### config.mk
export PLATFORM = sky130hd
export DESIGN_NAME = delimited_line_field_splitter_unit
export DESIGN_NICKNAME = d
export VERILOG_FILES = /design/src/dlfs_pkg.sv /design/src/delimited_line_field_splitter_unit.sv /design/src/dlfs_ram.sv
export SDC_FILE = /design/constraint.sdc
export NUM_CORES = 1
export LEC_CHECK = 0
export ABC_AREA = 1
export BUFFER_PORTS_ARGS = -buffer_cell sky130_fd_sc_hd__buf_2
export CORE_MARGIN = 1
export CORE_UTILIZATION = 56
export CTS_CLUSTER_DIAMETER = 60
export DETAILED_ROUTE_END_ITERATION = 6
export GPL_TIMING_DRIVEN = 0
export PLACE_DENSITY = 0.75
export SYNTH_ARGS = -nofsm -noshare
export SYNTH_HDL_FRONTEND = slang
export SYNTH_SLANG_ARGS = --single-unit
### constraint.sdc
create_clock -name clock -period 5.8 [get_ports clock]
set_input_delay 0.29 -clock clock [delete_from_list [all_inputs] [get_ports clock]]
set_output_delay 0.29 -clock clock [all_outputs]
set_load 0.01 [all_outputs]
### src/dlfs_pkg.sv
// ----------------------------------------------------------------------------
// Delimited line field splitter package
// Shared constants, payload types and state encodings of the splitter.
// ----------------------------------------------------------------------------
package dlfs_pkg;

   // Bytes kept per field: one fewer than this is ever stored.
   localparam int FIELD_BYTES     = 64;
   // Upper bound on the field limit.
   localparam int MAX_FIELD_SLOTS = 16;

   localparam int LEN_W      = $clog2(FIELD_BYTES);
   localparam int CSR_INDEX_W = 4;
   localparam int CSR_DATA_W  = 8;

   // The field limit register is five bits wide, so the cap never needs more.
   localparam logic [4:0] LIMIT_CAP = (MAX_FIELD_SLOTS > 31) ? 5'd31 : 5'(MAX_FIELD_SLOTS);

   localparam logic [7:0] CH_NUL   = 8'h00;
   localparam logic [7:0] CH_LF    = 8'h0A;
   localparam logic [7:0] CH_CR    = 8'h0D;
   localparam logic [7:0] CH_SPACE = 8'h20;
   localparam logic [7:0] CH_HASH  = 8'h23;
   localparam logic [7:0] CH_TAB   = 8'h09;

   localparam logic [CSR_INDEX_W-1:0] CSR_DELIMITER  = CSR_INDEX_W'(0);
   localparam logic [CSR_INDEX_W-1:0] CSR_MAX_FIELDS = CSR_INDEX_W'(1);

   localparam logic [7:0] DELIMITER_RESET  = 8'd61;
   localparam logic [4:0] MAX_FIELDS_RESET = 5'd2;

   typedef struct packed {
      logic [7:0] in_byte;
      logic       end_of_buffer;
   } req_type;

   typedef struct packed {
      logic       result_kind;
      logic [7:0] char_out;
      logic [3:0] field_index;
      logic       field_end;
      logic [4:0] field_count;
      logic       is_comment;
      logic       run_last;
   } rsp_type;

   typedef enum logic [2:0] {
      PH_LEAD  = 3'b001,
      PH_SPLIT = 3'b010,
      PH_DONE  = 3'b100
   } line_phase_type;

   typedef enum logic [2:0] {
      ST_IDLE = 3'b001,
      ST_EMIT = 3'b010,
      ST_SUM  = 3'b100
   } seq_state_type;

endpackage

### src/delimited_line_field_splitter_unit.sv
// ----------------------------------------------------------------------------
// Delimited line field splitter
// Splits a byte stream of lines into trimmed fields and line summaries.
// ----------------------------------------------------------------------------
// The unit takes one byte per transaction and works on one transaction at a
// time. A byte that closes no field and brings no line summary is finished in
// the cycle it is accepted, so such bytes stream at one per cycle. A byte that
// closes a field holds further requests while the field, trimmed, is read
// back through the store's single read port, one byte per cycle while the
// result side does not stall, followed by the line summary when the line
// ends. A summary on its own also holds requests until it has been sent.
// Over a line each stored byte is written once and read at most once. The
// field store needs no clearing after reset, since a field is only ever read
// back over bytes it has written.
// ----------------------------------------------------------------------------
module delimited_line_field_splitter_unit
   import dlfs_pkg::*;
(
   input  logic                   clock,
   input  logic                   reset,
   // Request channel
   input  logic                   req_valid,
   output logic                   req_stall,
   input  req_type                req_data,
   // Result channel
   output logic                   rsp_valid,
   input  logic                   rsp_stall,
   output rsp_type                rsp_data,
   // Register write channel
   input  logic                   csr_valid,
   output logic                   csr_ready,
   input  logic [CSR_INDEX_W-1:0] csr_index,
   input  logic [CSR_DATA_W-1:0]  csr_data
);

   // Configuration registers.
   logic [7:0]     delim_ff;
   logic [4:0]     max_fields_ff;

   // Line state.
   line_phase_type phase_ff, phase_in;
   logic [LEN_W-1:0] fill_ff, fill_in;
   logic [LEN_W-1:0] trim_ff, trim_in;
   logic [4:0]     done_ff, done_in;
   logic           started_ff, started_in;

   // Sequencer and read-back state.
   seq_state_type  state_ff, state_in;
   logic [LEN_W-1:0] rd_ptr_ff, rd_ptr_in;
   logic [LEN_W-1:0] emit_len_ff, emit_len_in;
   logic [3:0]     emit_idx_ff, emit_idx_in;
   logic           pend_ff, pend_in;
   logic           pend_last_ff, pend_last_in;
   logic           sum_pend_ff, sum_pend_in;
   logic [4:0]     sum_cnt_ff, sum_cnt_in;
   logic           sum_cmt_ff, sum_cmt_in;

   // Output register.
   logic           rsp_valid_ff, rsp_valid_in;
   rsp_type        rsp_data_ff, rsp_data_in;

   // Transaction decode results.
   logic           req_accept;
   logic           wr_en;
   logic [LEN_W-1:0] wr_addr;
   logic           do_close;
   logic [LEN_W-1:0] close_t;
   logic [3:0]     close_idx;
   logic           do_sum;
   logic           sum_cmt;
   logic [4:0]     limit;

   logic           out_free;
   logic           rd_en;
   logic [7:0]     rd_data;
   logic           load_byte;
   logic           load_sum;

   assign req_stall  = (state_ff != ST_IDLE);
   assign req_accept = req_valid && !req_stall;
   assign csr_ready  = 1'b1;

   // A limit of zero behaves as one; large limits saturate at the slot count.
   always_comb begin
      if (max_fields_ff == 5'd0) begin
         limit = 5'd1;
      end else if (max_fields_ff > LIMIT_CAP) begin
         limit = LIMIT_CAP;
      end else begin
         limit = max_fields_ff;
      end
   end

   // Read, modify and write back the line state for one accepted byte. At most
   // one field closes per byte, and at most one summary follows it.
   always_comb begin
      logic [7:0] b;
      logic       blank;
      logic       term;
      logic       split;
      logic       check;
      logic       end_req;

      b       = req_data.in_byte;
      blank   = (b == CH_SPACE) || ((b >= CH_TAB) && (b <= CH_CR));
      term    = (b == CH_LF) || (b == CH_CR) || (b == CH_NUL);
      split   = 1'b0;
      check   = 1'b0;
      end_req = 1'b0;

      phase_in   = phase_ff;
      fill_in    = fill_ff;
      trim_in    = trim_ff;
      done_in    = done_ff;
      started_in = started_ff;
      wr_en      = 1'b0;
      wr_addr    = fill_ff;
      do_close   = 1'b0;
      close_t    = '0;
      close_idx  = '0;
      do_sum     = 1'b0;
      sum_cmt    = 1'b0;

      case (phase_ff)
         PH_LEAD: begin
            if (blank) begin
               split = 1'b0;
            end else if (b == CH_HASH) begin
               do_sum   = 1'b1;
               sum_cmt  = 1'b1;
               phase_in = PH_DONE;
            end else begin
               phase_in = PH_SPLIT;
               split    = 1'b1;
            end
         end
         PH_SPLIT: begin
            split = 1'b1;
         end
         default: begin
            split = 1'b0;
         end
      endcase

      if (split) begin
         if (term) begin
            end_req = 1'b1;
         end else if ((b == delim_ff) && (fill_ff != '0)) begin
            do_close   = 1'b1;
            close_t    = trim_in;
            close_idx  = done_in[3:0];
            done_in    = done_in + 5'd1;
            fill_in    = '0;
            trim_in    = '0;
            started_in = 1'b0;
            check      = 1'b1;
         end else if (!started_ff && blank) begin
            check = 1'b0;
         end else begin
            started_in = 1'b1;
            check      = 1'b1;
            if (fill_ff < LEN_W'(FIELD_BYTES - 1)) begin
               wr_en   = 1'b1;
               fill_in = fill_ff + LEN_W'(1);
               if (b != CH_SPACE) begin
                  trim_in = fill_in;
               end
            end
         end
         if (check && (done_in >= limit)) begin
            end_req = 1'b1;
         end
      end

      // The buffer end closes a line that is still open.
      if (req_data.end_of_buffer && (phase_in != PH_DONE) && !end_req) begin
         end_req = 1'b1;
      end

      if (end_req) begin
         if (fill_in != '0) begin
            do_close   = 1'b1;
            close_t    = trim_in;
            close_idx  = done_in[3:0];
            done_in    = done_in + 5'd1;
            fill_in    = '0;
            trim_in    = '0;
            started_in = 1'b0;
         end
         do_sum   = 1'b1;
         sum_cmt  = 1'b0;
         phase_in = PH_DONE;
      end

      sum_cnt_in = sum_cmt ? 5'd0 : done_in;
      sum_cmt_in = sum_cmt;

      if (req_data.end_of_buffer) begin
         phase_in   = PH_LEAD;
         fill_in    = '0;
         trim_in    = '0;
         done_in    = '0;
         started_in = 1'b0;
      end
   end

   dlfs_ram #(
      .WIDTH (8),
      .DEPTH (FIELD_BYTES)
   ) u_field_store (
      .clock   (clock),
      .wr_en   (req_accept && wr_en),
      .wr_addr (wr_addr),
      .wr_data (req_data.in_byte),
      .rd_en   (rd_en),
      .rd_addr (rd_ptr_ff),
      .rd_data (rd_data)
   );

   // The output register can take a new result when it is empty or its
   // current result leaves in this cycle.
   assign out_free  = !rsp_valid_ff || !rsp_stall;

   // A read is issued only when the pending slot will be free to hold its data.
   assign rd_en     = (state_ff == ST_EMIT) && (rd_ptr_ff != emit_len_ff) &&
                      (!pend_ff || out_free);
   assign load_byte = (state_ff == ST_EMIT) && pend_ff && out_free;
   assign load_sum  = (state_ff == ST_SUM) && out_free;

   always_comb begin
      state_in     = state_ff;
      rd_ptr_in    = rd_ptr_ff;
      emit_len_in  = emit_len_ff;
      emit_idx_in  = emit_idx_ff;
      pend_in      = pend_ff;
      pend_last_in = pend_last_ff;
      sum_pend_in  = sum_pend_ff;
      rsp_valid_in = rsp_valid_ff && rsp_stall;
      rsp_data_in  = rsp_data_ff;

      case (state_ff)
         ST_IDLE: begin
            if (req_accept) begin
               rd_ptr_in   = '0;
               emit_len_in = close_t;
               emit_idx_in = close_idx;
               sum_pend_in = do_sum;
               if (do_close && (close_t != '0)) begin
                  state_in = ST_EMIT;
               end else if (do_sum) begin
                  state_in = ST_SUM;
               end
            end
         end
         ST_EMIT: begin
            if (load_byte) begin
               rsp_valid_in            = 1'b1;
               rsp_data_in.result_kind = 1'b0;
               rsp_data_in.char_out    = rd_data;
               rsp_data_in.field_index = emit_idx_ff;
               rsp_data_in.field_end   = pend_last_ff;
               rsp_data_in.field_count = 5'd0;
               rsp_data_in.is_comment  = 1'b0;
               rsp_data_in.run_last    = pend_last_ff && !sum_pend_ff;
               pend_in                 = 1'b0;
               if (pend_last_ff) begin
                  state_in = sum_pend_ff ? ST_SUM : ST_IDLE;
               end
            end
            if (rd_en) begin
               rd_ptr_in    = rd_ptr_ff + LEN_W'(1);
               pend_in      = 1'b1;
               pend_last_in = ((rd_ptr_ff + LEN_W'(1)) == emit_len_ff);
            end
         end
         ST_SUM: begin
            if (load_sum) begin
               rsp_valid_in            = 1'b1;
               rsp_data_in.result_kind = 1'b1;
               rsp_data_in.char_out    = 8'd0;
               rsp_data_in.field_index = 4'd0;
               rsp_data_in.field_end   = 1'b0;
               rsp_data_in.field_count = sum_cnt_ff;
               rsp_data_in.is_comment  = sum_cmt_ff;
               rsp_data_in.run_last    = 1'b1;
               state_in                = ST_IDLE;
            end
         end
         default: begin
            state_in = ST_IDLE;
         end
      endcase
   end

   // Control state.
   always_ff @(posedge clock) begin
      if (reset) begin
         delim_ff      <= DELIMITER_RESET;
         max_fields_ff <= MAX_FIELDS_RESET;
         phase_ff      <= PH_LEAD;
         fill_ff       <= '0;
         trim_ff       <= '0;
         done_ff       <= '0;
         started_ff    <= 1'b0;
         state_ff      <= ST_IDLE;
         pend_ff       <= 1'b0;
         rsp_valid_ff  <= 1'b0;
      end else begin
         if (csr_valid && csr_ready) begin
            case (csr_index)
               CSR_DELIMITER:  delim_ff      <= csr_data;
               CSR_MAX_FIELDS: max_fields_ff <= csr_data[4:0];
               default:        delim_ff      <= delim_ff;
            endcase
         end
         if (req_accept) begin
            phase_ff   <= phase_in;
            fill_ff    <= fill_in;
            trim_ff    <= trim_in;
            done_ff    <= done_in;
            started_ff <= started_in;
         end
         state_ff     <= state_in;
         pend_ff      <= pend_in;
         rsp_valid_ff <= rsp_valid_in;
      end
   end

   // Payload registers.
   always_ff @(posedge clock) begin
      rd_ptr_ff    <= rd_ptr_in;
      emit_len_ff  <= emit_len_in;
      emit_idx_ff  <= emit_idx_in;
      pend_last_ff <= pend_last_in;
      sum_pend_ff  <= sum_pend_in;
      rsp_data_ff  <= rsp_data_in;
      if (req_accept) begin
         sum_cnt_ff <= sum_cnt_in;
         sum_cmt_ff <= sum_cmt_in;
      end
   end

   assign rsp_valid = rsp_valid_ff;
   assign rsp_data  = rsp_data_ff;

   // Read data may only be pending while a field is being read back.
   a_pend_in_emit: assert property (@(posedge clock) disable iff (reset)
      pend_ff |-> (state_ff == ST_EMIT))
      else $error("read data pending outside field read-back");

   // Reads never run past the trimmed length of the closing field.
   a_rd_in_range: assert property (@(posedge clock) disable iff (reset)
      rd_en |-> (rd_ptr_ff < emit_len_ff))
      else $error("field store read beyond trimmed length");

   // The closed-field count stays within the largest limit.
   a_done_bound: assert property (@(posedge clock) disable iff (reset)
      done_ff <= LIMIT_CAP)
      else $error("field count exceeds the slot limit");

   // A summary is always the last result of its transaction.
   a_sum_to_idle: assert property (@(posedge clock) disable iff (reset)
      load_sum |=> (state_ff == ST_IDLE))
      else $error("sequencer busy after line summary");

   // The buffer end returns the line state to its starting point.
   a_eob_reset: assert property (@(posedge clock) disable iff (reset)
      (req_accept && req_data.end_of_buffer) |=>
         ((phase_ff == PH_LEAD) && (fill_ff == '0) && (done_ff == '0)))
      else $error("line state not cleared at buffer end");

endmodule

### src/dlfs_ram.sv
// ----------------------------------------------------------------------------
// Generic RAM
// One write port and one read port with a registered read.
// ----------------------------------------------------------------------------
module dlfs_ram #(
   parameter int WIDTH = 8,
   parameter int DEPTH = 64
) (
   input  logic                     clock,
   input  logic                     wr_en,
   input  logic [$clog2(DEPTH)-1:0] wr_addr,
   input  logic [WIDTH-1:0]         wr_data,
   input  logic                     rd_en,
   input  logic [$clog2(DEPTH)-1:0] rd_addr,
   output logic [WIDTH-1:0]         rd_data
);

   logic [WIDTH-1:0] mem [DEPTH];
   logic [WIDTH-1:0] rd_data_ff;

   always_ff @(posedge clock) begin
      if (wr_en) begin
         mem[wr_addr] <= wr_data;
      end
      if (rd_en) begin
         rd_data_ff <= mem[rd_addr];
      end
   end

   assign rd_data = rd_data_ff;

endmodule
Word level (Yosys, flattened, before mapping)
Memories as Yosys holds them, arrays and structs flattened. A register that Yosys moved wholly into a read port is not among the register bits.
Index checks and enable logic that the tools add are counted.
- input port bits: 26
- word-level logic and storage cells: 196
- bits in writable memories: 512
- bits in registers: 84
- memories: 1
- memory list (name ; depth ; width ; read ports ; clocked after Yosys merged registers in ; write ports ; line ; source):
    u_field_store.mem ; 64 ; 8 ; 1 ; 1 ; 1 ; dlfs_ram.sv:18 ; logic [WIDTH-1:0] mem [DEPTH];
- order comparisons: 5
- $add $sub $neg: 4
- equal/unequal tests: 22
- multiplexer cells: 95
- reductions and logical operators: 45
- operators with widths (kind ; count):
    $mux W6 ; 24
    $mux W5 ; 9
    $mux W21 ; 2
    $pmux W21 S2 ; 1
    $mux W1 ; 38
    $mux W3 ; 12
    $mux W4 ; 5
    $reduce_bool A6 Y1 ; 3
    $eq A8 B4 Y1 const B ; 2
    $eq A8 B6 Y1 const B ; 2
    $logic_and A1 B1 Y1 ; 16
    $add A6 B1 Y6 const B ; 2
    $pmux W6 S2 ; 1
    $add A5 B1 Y5 const B ; 2
    $ne A2 B2 Y1 const B ; 5
    $reduce_and A2 Y1 ; 5
    $pmux W3 S3 ; 1
    $eq A8 B8 Y1 ; 1
    $ge A8 B4 Y1 const B ; 1
    $le A8 B4 Y1 const B ; 1
    $logic_not A8 Y1 ; 1
    $ne A8 B6 Y1 const B ; 1
    $logic_not A1 Y1 ; 7
    $eq A3 B1 Y1 const B ; 2
    other kinds (17) ; 27

Depth between registers and ports, before layout
- word-level depth: 20
- depth in mapped cells: 29
- mapped depth without buffers: 29

Modules after synthesis
A second synthesis with hierarchy kept.
- cells, all modules: 2400
- area, all modules: 26182.6 um^2
- modules (own cells, without submodules) (module ; sequential area each (um^2) ; area an instance (um^2) ; instances ; cells each):
    dlfs_ram ; 15615.0 ; 21419.3 ; 1 ; 1805
    delimited_line_field_splitter_unit ; 2132.0 ; 4763.3 ; 1 ; 595

Worst setup path after synthesis
OpenSTA, ideal clock, no wires.
- path type: reg2reg
- start: register fill_ff[1]
- end: register state_ff[1]
- setup time: 0.067 ns
- data arrival time: 3.295 ns
- data required time: 5.733 ns
- period minus slack after synthesis: 3.362 ns
- setup slack: 2.438 ns
- stages on the path, launching flop included: 28
- cell sequence: dfxtp_1 -> inv_1 -> ha_1 -> nand3_1 -> nand3_2 -> inv_1 -> ha_1 -> o21ai_0 -> ha_1 -> o21ai_0 -> nand2_1 -> nand2_1 -> nand2_1 -> a21oi_1 -> nor2_1 -> o21ai_0 -> nand2_1 -> nand2_1 -> nand2_2 -> nand2_8 -> nand2_2 -> nand2_2 -> nand2_2 -> nor2_4 -> nand4_2 -> nand2_1 -> nand2_1 -> a21oi_2
- word-level cells in the longest chain between the ends: 18
- elaborated cells between the ends (all ways): 47
- classes of those cells: add/sub (1); order compare (2); eq/ne (1); mux (34); reduce/logical (9)
- ends and longest elaborated chain (element ; line ; source):
    from (decl) ; delimited_line_field_splitter_unit.sv:42 ; logic [LEN_W-1:0] fill_ff, fill_in;
    from (signal assigned) ; delimited_line_field_splitter_unit.sv:318 ; fill_ff <= fill_in;
    $reduce_bool A6 Y1 ; delimited_line_field_splitter_unit.sv:148 ; end else if ((b == delim_ff) && (fill_ff != '0)) begin
    $logic_and A1 B1 Y1 ; delimited_line_field_splitter_unit.sv:148 ;
    $mux W5 ; delimited_line_field_splitter_unit.sv:148 ;
    $mux W5 ; delimited_line_field_splitter_unit.sv:146 ; if (term) begin
    $mux W5 ; delimited_line_field_splitter_unit.sv:145 ; if (split) begin
    $ge A5 B5 Y1 ; delimited_line_field_splitter_unit.sv:170 ; if (check && (done_in >= limit)) begin
    $logic_and A1 B1 Y1 ; delimited_line_field_splitter_unit.sv:170 ;
    $mux W1 ; delimited_line_field_splitter_unit.sv:170 ;
    [2 not listed] ; -- ;
    $logic_and A1 B1 Y1 ; delimited_line_field_splitter_unit.sv:176 ; if (req_data.end_of_buffer && (phase_in != PH_DONE) && !end_req) begin
    $mux W1 ; delimited_line_field_splitter_unit.sv:176 ;
    $mux W6 ; delimited_line_field_splitter_unit.sv:180 ; if (end_req) begin
    $reduce_bool A6 Y1 ; delimited_line_field_splitter_unit.sv:248 ; if (do_close && (close_t != '0)) begin
    $logic_and A1 B1 Y1 ; delimited_line_field_splitter_unit.sv:248 ;
    $mux W3 ; delimited_line_field_splitter_unit.sv:248 ;
    $mux W3 ; delimited_line_field_splitter_unit.sv:243 ; if (req_accept) begin
    $pmux W3 S3 ; delimited_line_field_splitter_unit.sv:241 ; case (state_ff)
    to (signal assigned) ; delimited_line_field_splitter_unit.sv:323 ; state_ff <= state_in;
    to (decl) ; delimited_line_field_splitter_unit.sv:48 ; seq_state_type state_ff, state_in;
Parallel ways exist; a longest one is shown, timed or not. The select of a mux whose other input is x is not followed.
A chain may end at the register's enable or synchronous reset.

Worst setup path in the final report
- start: input req_data[4] (netlist name)
- end: memory u_field_store.mem[45][0] (enable)
- word-level cells in the longest chain between the ends: 11
- elaborated cells between the ends (all ways): 24
- classes of those cells: order compare (2); eq/ne (5); mux (9); reduce/logical (8)
- ends and longest elaborated chain (element ; line ; source):
    from (decl) ; delimited_line_field_splitter_unit.sv:24 ; input req_type req_data,
    $ge A8 B4 Y1 / $le A8 B4 Y1 (equally long branches) ; delimited_line_field_splitter_unit.sv:105 ; blank = (b == CH_SPACE) || ((b >= CH_TAB) && (b <= CH_CR));
    $logic_and A1 B1 Y1 ; delimited_line_field_splitter_unit.sv:105 ;
    $logic_or A1 B1 Y1 ; delimited_line_field_splitter_unit.sv:105 ;
    $logic_and A1 B1 Y1 ; delimited_line_field_splitter_unit.sv:157 ; end else if (!started_ff && blank) begin
    $mux W1 ; delimited_line_field_splitter_unit.sv:157 ;
    $mux W1 ; delimited_line_field_splitter_unit.sv:148 ;
    $mux W1 ; delimited_line_field_splitter_unit.sv:146 ;
    $mux W1 * ; delimited_line_field_splitter_unit.sv:145 ;
    $logic_and A1 B1 Y1 * ; delimited_line_field_splitter_unit.sv:212 ; .wr_en (req_accept && wr_en),
    $mux W1 * ; dlfs_ram.sv:22 ; if (wr_en) begin
    $mux W1 (not written as such) * ; dlfs_ram.sv:23 ; mem[wr_addr] <= wr_data;
    to (decl) ; dlfs_ram.sv:18 ;
Mark *: on every way between the ends. The rest lies on a longest branch, timed or not.

==> flow_summary_export.csv <==
group,metric,value,unit
global_routing,grt_first_pass_wirelength,116400,microns
floorplanning,io_pins,50,
yosys,ys_top_cells_by_area,"edfxtp_1 (67%), nor2_1 (7.2%), o21ai_0 (7.0%), o22ai_1 (4.1%), dfxtp_1 (3.1%)",
sta,hold_violations,0,
clock_network,ctsResizeCount,0,
route,vias,19020,
run,drv_cap,2,
yosys,synth_edf_count,565,
clock_network,clkSinkCount,604,
global_routing,grt_overflow,0,
clock_network,cts.htree.levels,2,
status,violations,"max-capacitance violations, max-slew violations",
layout,nNetsFinal,2327,
floorplanning,rows,77,
clock_network,ctsHoldBuffers,9,
yosys,synth_most_common_cell,"edfxtp_1",
clock_network,cts_buffers,60,
critical_path,cp_slowest_cell,"nor2_1",
power,irDropWorstVdd,0.2857,mV
min_path,min_from,"rsp_stall",
yosys,netlist_area,25140,sq um
placed_design,place_hpwl,53650,microns
yosys,synthFlopType,"edfxtp_1",
clock_network,cts.clk_slew.worst_paths,0.06,ns
power,p_leak,0.009558,uW
route,drt_iter0_drc,3136,
placed_design,placed_cell_area,26150,sq um
sta,setup_tns,0,ns
route,routed_wl,82050,microns
critical_path,timing.rr.start,"fill_ff[5]$_SDFFE_PP0P_",
sta,hold_ws,0.05198,ns
sta,worst_pin_slew,1.508,ns
status,status,"finished with violations",
layout,seq_area,17750,sq um
yosys,syn_avg_cell_area,11.59,sq um
layout,drive_gt1_frac,0.08034,
critical_path,crit_start,"req_data[4]",
route,avgViaCountPerCell,6.476,
layout,multi_input_area,6560,sq um
clock_network,tritoncts,"yes",
floorplanning,die_h,213.9,microns
sta,slew_viol_final,9,
global_routing,grt_pass1_vias,17761,
layout,area_delta_synth_final,12.45,%
clock_network,clock_latency,0.64,ns
yosys,synth_warnings,0,
placed_design,portBuffers,48,
yosys,synthCells,2169,
critical_path,path_common_cell,"nor2_1",
power,p_per_area,510.1,nW/um^2
global_routing,track_usage,0.3627,
critical_path,crit_type,"primary input to flip-flop",
critical_path,crit_path_max_incr_delay,1.39,ns
yosys,synth_top_area_cell,"edfxtp_1",
route,ant_nets,0,
min_path,hp-class,"primary input to flip-flop",
global_routing,grt_max_degree,71,
sta,worst_slack,0.9992,ns
placed_design,pre_cts_ws,0.7488,ns
route,drc,0,
critical_path,required,6.04,ns
sta,setup_viol,0,
placed_design,gp_congestion,1.033,
floorplanning,start_util,0.5684,
critical_path,worstPathArrival,5.04,ns
layout,design_area,28270,sq um
sta,max_freq,208.3,MHz
floorplanning,die_w,213.9,microns
yosys,ys_ff_latch,604,
clock_network,post-cts-setup-buffers,0,
yosys,synth_async_sr_flop_share,0,
sta,relSlewSlack,-0.009075,
clock_network,cts_max_path_buffers,3,
yosys,synth.distinct_cells,42,
critical_path,cp_max_fo,70,
yosys,ys_seq_area_frac,0.7060,
layout,fillCellCount,3321,
yosys,synth_top_area_share,0.6750,
route,detail_route.wl_per_cell,27.94,microns
sta,rsz0062_at_grt,"false",
critical_path,path_cells,"buf_2, nand2_1, nor2_1, nor2_1, nand2_4, nand2_2, nand2_2, nand2_1, nor2_1, nand3_1, nor3_1, nand3_1, nor2_1",
critical_path,end_kind,"flip-flop",
yosys,syn_nets,2206,
floorplanning,core-area,44220,sq um
sta,skew,0.02302,ns
power,total_power,14420,uW
clock_network,cts-root-buf,"clkbuf_16",
critical_path,start_kind,"primary input",
sta,timing.final.crit_share,0.8277,
global_routing,antenna_found_initial,3,
sta,final.min_clock_period,4.801,ns
route,dr.pass1.iters,5,
floorplanning,dieArea,45740,sq um
yosys,netlist_top_cells_count,"edfxtp_1 (565), nor2_1 (484), o21ai_0 (354)",
==> power by group <==
part | switching [uW] | leakage, uW | internal, uW
Combinational | 4050 | 0.00314 | 1250
Sequential | 91.7 | 0.00542 | 5000
Clock | 1700 | 0.000996 | 2320
==> final timing paths <==
path / slack (ns) / endpoint / cells past startpoint
setup / recovery: 1.0 / u_field_store.mem[45][0]$_DFFE_PP_ / 13
hold / removal: 0.05 / rsp_valid$_SDFF_PP0_ / 5
setup reg to reg: 1.25 / u_field_store.mem[45][0]$_DFFE_PP_ / 9
hold reg to reg: 0.47 / max_fields_ff[0]$_SDFFE_PP0P_ / 2
==> state kept, by name, indices dropped and copies added (netlist names), 3 cells and up <==
name                   flops
u_field_store.mem        512
rsp_data                  21
delim_ff                   8
u_field_store.rd_data      8
emit_len_ff                6
fill_ff                    6
rd_ptr_ff                  6
trim_ff                    6
done_ff                    5
max_fields_ff              5
sum_cnt_ff                 5
emit_idx_ff                4
phase_ff                   3
state_ff                   3
==> metrics by stage <==
stage | std cells | utilization
final | 2937 | 0.6392
after global routing | 2932 | 0.6389
after CTS | 2932 | 0.6388
after detailed placement | 2811 | 0.5913
after global placement | 2809 | 0.5906
after floorplan | 2169 | -
==> per-layer routing <==
metal	part of all wire	track usage
met1	0.37	0.4887
met2	0.43	0.5269
met3	0.15	0.1109
met4	0.058	0.2020
met5	0	0
==> layout by cell type, fill, tap and decap left out, types with 6 or more instances in the layout <==
cell type,instances
edfxtp_1,565
nor2_1,483
o21ai_0,354
o22ai_1,166
nand2_1,147
clkbuf_1,121
inv_1,96
clkbuf_16,61
buf_2,48
nand3_1,45
dfxtp_1,39
a21oi_1,36
clkinv_2,13
nand2_2,12
xnor2_1,11
clkinv_1,11
ha_1,11
nand4_1,10
o32ai_1,10
xor2_1,9
dlygate4sd3_1,9
nor3_1,8
bufinv_16,8
buf_1,6
inv_6,6
==> layout make-up <==
cell class | count | share of cell area
diodes | 5 | 0.0004426
plain buffers | 119 | 0.01602
clock buffers | 75 | 0.05692
clock inverters | 37 | 0.01416
inverters | 102 | 0.01354
multi-input cells | 1344 | 0.2321
flip-flops and latches | 604 | 0.6278
well taps | 592 | 0.02620
repair buffers | 59 | 0.01279
==> cell families (layout without fill, tap and decap cells) <==
family | count (synthesis) | count (layout) | synth area share
AND/OR/NAND/NOR | 728 | 728 | 0.1191
AO/OA/AOI/OAI | 583 | 583 | 0.1286
multiplexers | 1 | 1 | 0.0003982
XOR/XNOR | 20 | 20 | 0.006969
adder cells (fa/ha/maj) | 11 | 11 | 0.005475
flip-flops | 604 | 604 | 0.7060
buffers and inverters | 221 | 392 | 0.03325
other | 1 | 6 | 0.0001492
==> worst max-delay path: cells and delay by family <==
| kind | cells | cell delay (ns) |
|---|---|---|
| buf+inv | 1 | 1.04 |
| simple gates | 12 | 3.64 |
(Power assumes the default switching activity.)
